File: src/rtl/core/pcct_pkg.sv
// Shared types and constants of the point-to-capsule collision test.
`timescale 1ns / 1ps
`default_nettype none

package pcct_pkg;

	localparam int IDX_W     = 16;
	localparam int CRD_W     = 32;
	localparam int LEN_W     = 31;
	localparam int DIST2_W   = 62;
	localparam int CFG_IDX_W = 3;
	localparam int QDEPTH    = 4;
	localparam int QPTR_W    = 2;
	localparam int SQ_STEPS  = 31;
	localparam int DIV_STEPS = 31;

	// Configuration register indexes
	typedef enum logic [CFG_IDX_W-1:0] {
		REG_BASE_X = 3'd0,
		REG_BASE_Y = 3'd1,
		REG_BASE_Z = 3'd2,
		REG_AXIS_X = 3'd3,
		REG_AXIS_Y = 3'd4,
		REG_AXIS_Z = 3'd5,
		REG_SEG_LENGTH = 3'd6,
		REG_CAP_RADIUS = 3'd7
	} cfg_reg_t;

	typedef struct packed {
		logic [2:0][CRD_W-1:0] base;
		logic [2:0][CRD_W-1:0] axis;
		logic [LEN_W-1:0]      len;
		logic [LEN_W-1:0]      radius;
	} pcct_cfg_t;

	// One hit waiting for the surface vector stage
	typedef struct packed {
		logic [IDX_W-1:0]      idx;
		logic [2:0][CRD_W-1:0] w;
		logic [DIST2_W-1:0]    dist2;
	} pcct_entry_t;

	typedef struct packed {
		logic full;
		logic empty;
	} pcct_qstat_t;

endpackage

`default_nettype wire

File: src/rtl/core/pcct_queue.sv
// Short queue of hits between the front and back pipelines.
`timescale 1ns / 1ps
`default_nettype none

module pcct_queue (
	input  logic                   clk,
	input  logic                   arst_n,
	input  logic                   push,
	input  pcct_pkg::pcct_entry_t  push_data,
	input  logic                   pop,
	output pcct_pkg::pcct_entry_t  pop_data,
	output pcct_pkg::pcct_qstat_t  qstat
);
	import pcct_pkg::*;

	pcct_entry_t mem_q [QDEPTH];
	logic [QPTR_W-1:0] wptr_q, rptr_q;
	logic [QPTR_W:0] cnt_q;

	assign pop_data    = mem_q[rptr_q];
	assign qstat.full  = cnt_q == (QPTR_W + 1)'(QDEPTH);
	assign qstat.empty = cnt_q == '0;

	// Track pointers and fill level
	always_ff @(posedge clk or negedge arst_n) begin
		if (!arst_n) begin
			wptr_q <= '0;
			rptr_q <= '0;
			cnt_q  <= '0;
		end else begin
			if (push) wptr_q <= wptr_q + 1'b1;
			if (pop) rptr_q <= rptr_q + 1'b1;
			if (push && !pop) cnt_q <= cnt_q + 1'b1;
			else if (pop && !push) cnt_q <= cnt_q - 1'b1;
		end
	end

	// Store entries
	always_ff @(posedge clk) begin
		if (push) mem_q[wptr_q] <= push_data;
	end

endmodule

`default_nettype wire

File: config.mk
export PLATFORM = sky130hd
export DESIGN_NAME = pcct_queue
export DESIGN_NICKNAME = d
export VERILOG_FILES = /design/src/rtl/core/pcct_pkg.sv /design/src/rtl/core/pcct_queue.sv
export SDC_FILE = /design/constraint.sdc
export NUM_CORES = 1
export LEC_CHECK = 0
export BUFFER_PORTS_ARGS = -buffer_cell sky130_fd_sc_hd__buf_2
export CORE_MARGIN = 4
export CORE_UTILIZATION = 50
export CTS_CLUSTER_DIAMETER = 120
export DETAILED_ROUTE_END_ITERATION = 10
export PLACE_DENSITY = 0.71
export SETUP_SLACK_MARGIN = 0.02
export SKIP_LAST_GASP = 1
export SYNTH_ARGS = -nofsm -noshare
export SYNTH_HDL_FRONTEND = slang
export SYNTH_SLANG_ARGS = --single-unit
export TNS_END_PERCENT = 30
File: constraint.sdc
create_clock -name clk -period 9.4 [get_ports clk]
set_clock_uncertainty 0.15 [all_clocks]
set_input_delay 0.47 -clock clk [delete_from_list [all_inputs] [get_ports clk]]
set_output_delay 0.47 -clock clk [all_outputs]
set_load 0.005 [all_outputs]
Yosys cells after proc, flatten, opt, wreduce, memory -nomap -nowiden:

Memories as Yosys holds them, arrays and structs flattened.
Cells that the tools add are included.

* register bits after elaboration: 7
* RAM bits: 696
* input port bits: 178
* output and inout port bits: 176
* word-level logic and storage cells: 19
* memories kept: 1

* $add $sub $neg: 4
* equality and inequality tests: 1
* mux-type cells: 4
* reductions and logical operators: 6

Memories
* mem_q: depth 4, width 174, rd ports 1, clocked after memory_dff 0, write ports 1, line pcct_queue.sv:16 `pcct_entry_t mem_q [QDEPTH];`

Operator list (number)
* $mux 3: 2
* $add 2x1->2 const B: 2
* $add 3x1->3 const B: 1
* $eq 3x3->1 const B: 1
* $logic_not 3->1: 1
* $sub 3x1->3 const B: 1
* $logic_and 1x1->1: 2
* $logic_not 1->1: 2
* $mux 1: 2
* $reduce_bool 2->1: 1

Logic depth before layout (Yosys ltp):

Gate-level depths: netlist of the first run.

* depth after elaboration: 4
* depth in mapped cells: 7
* depth with buffers taken out: 7

Least setup slack after synthesis of the first run:

No wires, ideal clock.

* kind: reg-to-reg
* start point: reg wptr_q[0]
* end point: mem mem_q[2][0] (netlist bit), enable pin
* setup time: 555 ps
* data arrival time: 4583 ps
* data required time: 8695 ps
* slack: 4112 ps
* stages on the path, launching flop included: 4
* buffers on the path: 0
* period minus slack after synthesis: 5288 ps
* path through: dfrtp_1 -> inv_1 -> ha_1 -> and2_1

RTL lines
* start: declaration: line pcct_queue.sv:17 `logic [QPTR_W-1:0] wptr_q, rptr_q;`
* start signal: assignment: line pcct_queue.sv:31 `if (push) wptr_q <= wptr_q + 1'b1;`
* end: declaration: line pcct_queue.sv:16

Straight into the memory's write port.

==> impl_metrics.csv, run 1 <==
group,metric,value,unit
timing,maxSlewHeadroom,22.96,%
drt,post_drt_wl_per_cell,22.44,µm
drt,drt_iter0_markers,764,
timing,tns,0,ps
timing,hold_violations,0,
critical_path,crit_path_end_kind,"primary output",
critical_path,ff2ff_setup_slack,6420,ps
timing,rsz0062_at_grt,"no",
run_status,status,"finished, final reports clean",
pwr,vdd.ir_drop.worst,0.2487,mV
finish,final_cell_mix,"edfxtp_1 (696), buf_2 (353), dlygate4sd3_1 (177)",
finish,final_common_cell,"edfxtp_1",
timing,slew_violations,0,
place,pre_cts_ws,6150,ps
floorplan,initial_core_util,50.74,%
clock_network,root_buffer,"clkbuf_16",
synthesis,synthCells,943,
synthesis,synth.distinct_cells,20,
synthesis,synthesis.area,25510,µm²
synthesis,syn_nets,1127,
critical_path,rr_worst_depth,4,
clock_network,tritoncts,"built",
finish,drive_gt1_share,40.63,%
clock_network,clock_sinks,703,
floorplan,core_area,50270,µm²
drt,num_vias,12010,
global_routing,grt_pass1_wl,76.75,mm
finish,multiInputGateArea,4129,µm²
floorplan,dieArea,54700,µm²
critical_path,cp.required,8780,ps
timing,fin_crit,3813,ps
timing,layout_setup_ws,5587,ps
synthesis,synth_top_area_share,81.93,%
timing,min_period_over_period,40.56,%
pwr,power_leakage,0.01097,µW
synthesis,ys_seq_area_share,82.62,%
synthesis,ys_top_cells_by_area,"edfxtp_1 (82%), mux4_2 (15%), buf_6 (0.75%)",
critical_path,cp_max_fo,104,
synthesis,synth_warnings,0,
floorplan,fp.dieW,233.9,µm
global_routing,grt_antenna_before_repair,4,
clock_network,cts_buffer_depth,3,
drt,vias_per_cell,5.332,
pwr,power,9435,µW
global_routing,grt_max_degree,105,
clock_network,postCtsSetupBuffers,0,
finish,fin_area,31940,µm²
finish,syn_to_final_growth,25.20,%
global_routing,grt_pass1_vias,13010,
finish,layout.nets,1703,
critical_path,crit_arrival,3190,ps
place,placed_area,27940,µm²
synthesis,ys_ff_latch,703,
finish,fill_cells,3336,
clock_network,numCtsBuffers,71,
finish,regArea,21080,µm²
flow_run,maxCapViolCount,0,
timing,tightest_slew,1156,ps
drt,wirelength,50.55,mm
pwr,pwr_density_cell,295.4,nW/µm²
floorplan,ioPinCount,354,
drt,drc,0,
floorplan,chipHeight,233.9,µm
synthesis,synth_top_area_cell,"edfxtp_1",
critical_path,start_kind,"flip-flop",
drt,dr.pass1.iters,5,
synthesis,syn_avg_cell_area,27.05,µm²
timing,max_freq,0.2623,GHz
global_routing,globalRouteTotalUtil,18.61,%
drt,drt.antenna.violating_nets,0,
place,dp_hpwl,29.36,mm
clock_network,clock_latency,590,ps
place,routabilityCongestion,0.7379,
clock_network,htreeDepth,3,
clock_network,clk_pin_slew,60,ps
floorplan,std_cell_rows,82,
timing,setup_violations,0,
clock_network,cts_resized,0,
place,io_buffers,353,
critical_path,critical_path_class,"flip-flop to primary output",
global_routing,grt-ovfl-total,0,
min_path,hold_class,"input pin to async pin",
-- metrics by stage --
step,util (%),hold slack [ps],instances
after floorplan,-,24.41,943
after global placement,55.57,172.3,1941
after detailed placement,55.57,175.4,1941
after CTS,63.50,62.35,2247
after global routing,63.52,96.92,2251
final,63.53,121.8,2253
-- Yosys cell counts (all sizes together) --
cell type	instances
and2	4
buf	38
clkbuf	1
dfrtp	7
edfxtp	696
fa	1
ha	5
inv	4
mux2	1
mux4	174
nand2	2
nor2	1
nor3	1
nor3b	1
o21ai	1
xnor2	2
xor2	4
-- sequential cells by signal, indices dropped and copies added (netlist names) --
| register | cells |
|---|---|
| cnt_q | 3 |
| wptr_q | 2 |
| rptr_q | 2 |
| mem_q | 696 |
-- worst paths after layout --
path	start	to
setup / recovery	rptr_q[0]	pop_data[86]
hold / removal	arst_n	cnt_q[0]
setup reg to reg	wptr_q[1]	mem_q[1][34]
hold reg to reg	cnt_q[2]	cnt_q[2]
max in group asynchronous	arst_n	rptr_q[0]
min in group clk	cnt_q[2]	cnt_q[2]
-- metal layers --
| metal | share of wire [%] | vias to the layer above | track usage (%) |
|---|---|---|---|
| li1 | - | 5265 | - |
| met1 | 40 | 6275 | 24.89 |
| met2 | 51 | 366 | 30.22 |
| met3 | 5.7 | 106 | 4.689 |
| met4 | 3.2 | 0 | 6.721 |
| met5 | 0 | - | 0 |
-- repair_timing --
action                                  in CTS  in global routing
endpoints found under the setup margin       0                  0
hold buffers                               177                  0
hold endpoints to repair                   706                  0
-- where the power goes --
group	leakage [µW]	total, µW	internal (µW)	switching, µW
Combinational	0.00342	2480	1220	1260
Clock	0.00108	2650	1550	1100
Sequential	0.00647	4310	4110	203
-- final cells by class --
type / count / share of cell area [%]
clock inverters: 31 / 0.6582
diodes: 6 / 0.04701
well taps: 672 / 2.633
multi-input cells: 197 / 12.93
repair buffers: 542 / 11.40
flip-flops and latches: 703 / 66.01
clock buffers: 98 / 6.276
inverters: 4 / 0.04701
-- critical path, cell delays in order, from the launching register on --
cell and delay (ps):
dfrtp_4 880, buf_12 500, mux4_2 660, buf_2 150
-- cell families after synthesis --
kind of cell,synth area share [%]
compound gates,0.01960
xor+xnor,0.2060
fa+ha+maj,0.3237
buf+inv,1.236
flops,82.62
mux,15.41
simple gates,0.1913
Note: power is estimated with default switching activity, not from simulation.
==> inputs of run 2 (changes only) <==
Settings changed: ABC_AREA from default to 1, PLACE_DENSITY 0.71 to 0.7.
Clock period 9.4 ns to 3.8 ns, I/O delays scaled along.
==> run 2 against run 1 <==
Cell area up 8.0%. Sequential power up 150%. Register-to-register slack worse by 4800 ps. Area after synthesis up 9.6%. Largest power group unchanged. Wire length up 23%. Core utilization down 1.0 points. Worst hold slack better by 74 ps. Via count up 46%. Synthesized cell count up 120%. Sequential cell count unchanged. Count of clock-buffer cells in the layout down 16.
==> impl_metrics.csv, run 2 <==
group,metric,value,unit
synthesis,async_reset_ff_share,0.9957,%
min_path,hold_class,"input pin to flip-flop",
clock_network,tritoncts,"built",
critical_path,path_cells,"buf_4 > nand2_1 > o211ai_1 > nand2_1 > buf_2",
critical_path,critical_path_class,"flip-flop to primary output",
clock_network,cts_buffer_depth,3,
finish,syn_to_final_growth,23.44,%
finish,multiInputGateArea,4825,µm²
pwr,intPower,17040,µW
timing,hold_violations,0,
finish,drive_gt1_share,19.38,%
floorplan,chipHeight,244.4,µm
pwr,pwr_density_cell,743.9,nW/µm²
flow_run,maxCapViolCount,0,
critical_path,timing.rr.start,"wptr_q[0]",
critical_path,critPathBufInv,2,
critical_path,startpoint,"rptr_q[0]",
drt,drc,0,
finish,final_common_cell,"edfxtp_1",
timing,min_period_over_period,79.56,%
drt,wirelength,62.17,mm
timing,max_freq,0.3308,GHz
critical_path,cp_max_fo,66,
drt,drt.antenna.violating_nets,0,
clock_network,postCtsSetupBuffers,0,
critical_path,start_kind,"flip-flop",
finish,final_cell_mix,"edfxtp_1 (696), nand2_1 (531), inv_1 (354)",
place,io_buffers,353,
synthesis,synth_edf_count,696,
synthesis,synth_compound_area_share,9.508,%
synthesis,yosysMostFrequentCell,"edfxtp_1",
clock_network,clock_sinks,703,
critical_path,ff2ff_setup_slack,1590,ps
timing,whs,196.0,ps
clock_network,cts-hold-fix-buffers,178,
timing,slew_violations,0,
finish,max_flop_register,"mem_q",
timing,maxSlewHeadroom,40.10,%
critical_path,path_depth,5,
pwr,p_comb_share,32.3,%
floorplan,dieArea,59750,µm²
synthesis,ys_seq_area_share,75.41,%
synthesis,ys.flop_type,"edfxtp_1",
synthesis,synth_xor_xnor_area_share,0.1253,%
timing,rsz0062_at_grt,"no",
critical_path,cp-endpoint,"pop_data[133]",
pwr,vdd.ir_drop.worst,0.6092,mV
drt,vias_per_cell,5.129,
synthesis,synth_adder_area_share,0.2955,%
finish,instances_no_fill,3412,
synthesis,synth_top_area_share,74.78,%
drt,drt_iter0_markers,1333,
pwr,p_seq_share,41.4,%
critical_path,reg2reg_to,"mem_q[1][23]",
synthesis,muxShareOfSynthArea,0,%
floorplan,ioPinCount,354,
drt,post_drt_wl_per_cell,18.22,µm
global_routing,grt_max_degree,117,
critical_path,cp_slowest_stage_delay,980,ps
synthesis,synthesis.area,27950,µm²
global_routing,globalRouteTotalUtil,20.50,%
pwr,switchingPower,8625,µW
floorplan,initial_core_util,50.63,%
floorplan,std_cell_rows,86,
floorplan,fp.dieW,244.4,µm
clock_network,clk_pin_slew,60,ps
clock_network,numCtsBuffers,72,
clock_network,root_buffer,"clkbuf_16",
min_path,holdPathStages,2,
synthesis,yosys.area_share.simple,7.261,%
global_routing,grt_antenna_before_repair,6,
timing,tightest_slew,898.6,ps
timing,layout_setup_ws,776.8,ps
critical_path,cp_top_family,"flip-flops",
place,dpl.cell_count,3102,
clock_network,htreeDepth,3,
finish,regArea,21080,µm²
critical_path,rr_worst_depth,4,
synthesis,syn_avg_cell_area,13.45,µm²
synthesis,syn_nets,2262,
clock_network,cts_resized,0,
pwr,p_clk_share,26.3,%
critical_path,cp_common_cell,"nand2_1",
critical_path,cpMaxStageDelayCell,"dfrtp_4",
synthesis,synth_top_area_cell,"edfxtp_1",
synthesis,synth_warnings,0,
finish,fill_cells,4050,
critical_path,crit_arrival,2680,ps
place,pre_cts_ws,1405,ps
drt,num_vias,17500,
finish,reg_top3,"mem_q (696), cnt_q (3)",
pwr,swShare,33.61,%
finish,layout.nets,2790,
finish,largest_reg_flops,696,
synthesis,ys_top_cells_by_area,"edfxtp_1 (75%), o211ai_1 (9.1%), nand2_1 (7.2%)",
place,routabilityCongestion,0.7834,
synthesis,synth.distinct_cells,19,
synthesis,ys_ff_latch,703,
run_status,status,"finished, final reports clean",
global_routing,grt_pass1_vias,17760,
synthesis,synthCells,2078,
pwr,power,25660,µW
global_routing,grt_pass1_wl,96.70,mm
global_routing,grt-ovfl-total,0,
synthesis,synth_top_family_by_area,"compound AO/OA/AOI/OAI gates",
drt,dr.pass1.iters,5,
synthesis,synth_common_cells,"edfxtp_1 (696), nand2_1 (535), inv_1 (360)",
critical_path,cp.required,3460,ps
floorplan,core_area,55200,µm²
pwr,power_leakage,0.01377,µW
timing,setup_violations,0,
clock_network,clock_latency,580,ps
place,dp_hpwl,35.81,mm
timing,fin_crit,3023,ps
critical_path,crit_path_end_kind,"primary output",
[run 2: changes by cell type after synthesis, moves of 8 or more]
| cell | delta |
|---|---|
| buf_2 | +34 |
| buf_4 | +14 |
| clkbuf_1 | +25 |
| inv_1 | +356 |
| mux4_2 | -174 |
| nand2_1 | +533 |
| o211ai_1 | +340 |
| o211ai_2 | +8 |
[run 2: cell families after synthesis]
family                     Yosys count
xor gates and xnor gates             4
AOI/OAI and AO/OA                  349
DFF                                703
adders and majority gates            6
and+or+nand+nor                    539
buffers and inverters              477
[run 2: final cells by class]
cell class                      instances  area share [%]
Inverter                              360           3.975
Multi-Input combinational cell        898           13.98
Clock buffer                           82           5.331
Timing Repair Buffer                  571           11.66
Tap cell                              748           2.713
Antenna cell                            6         0.04352
Clock inverter                         44           1.179
Sequential cell                       703           61.11
[run 2: power by group through the flow]
stage	registers (µW)	logic, µW	clock network [µW]
2_1_floorplan	10700	5110	0
3_3_place_gp	10700	8020	0
3_5_place_dp	10800	8150	0
4_1_cts	10600	8360	6890
5_1_grt	10700	9200	7210
6_report	10600	8290	6750
[run 2: per-layer routing]
metal  global-route usage, %  part of all wire [%]  up-vias
li1                        -                     -     8318
met1                   25.80                    41     8485
met2                   35.70                    50      597
met3                   4.682                   7.4       97
met4                   6.226                   2.1        2
met5                       0                 0.021        -
[run 2: worst min path at each step]
stage,startpoint,endpoint,slack (ps)
6_report,push_data[8],mem_q[2][8],200
5_1_grt,push_data[10],mem_q[0][10],180
4_1_cts,push_data[115],mem_q[2][115],150
3_5_place_dp,arst_n,rptr_q[1],-110
3_3_place_gp,arst_n,rptr_q[1],-110
2_1_floorplan,arst_n,cnt_q[0],-260
[run 2: per-stage QoR]
stage          TNS [ps]  utilization (%)  area [µm²]
2_1_floorplan     -3584                -       27980
3_3_place_gp          0            55.17       30460
3_5_place_dp          0            55.17       30460
4_1_cts               0            62.47       34480
5_1_grt               0            62.49       34490
6_report              0            62.50       34500
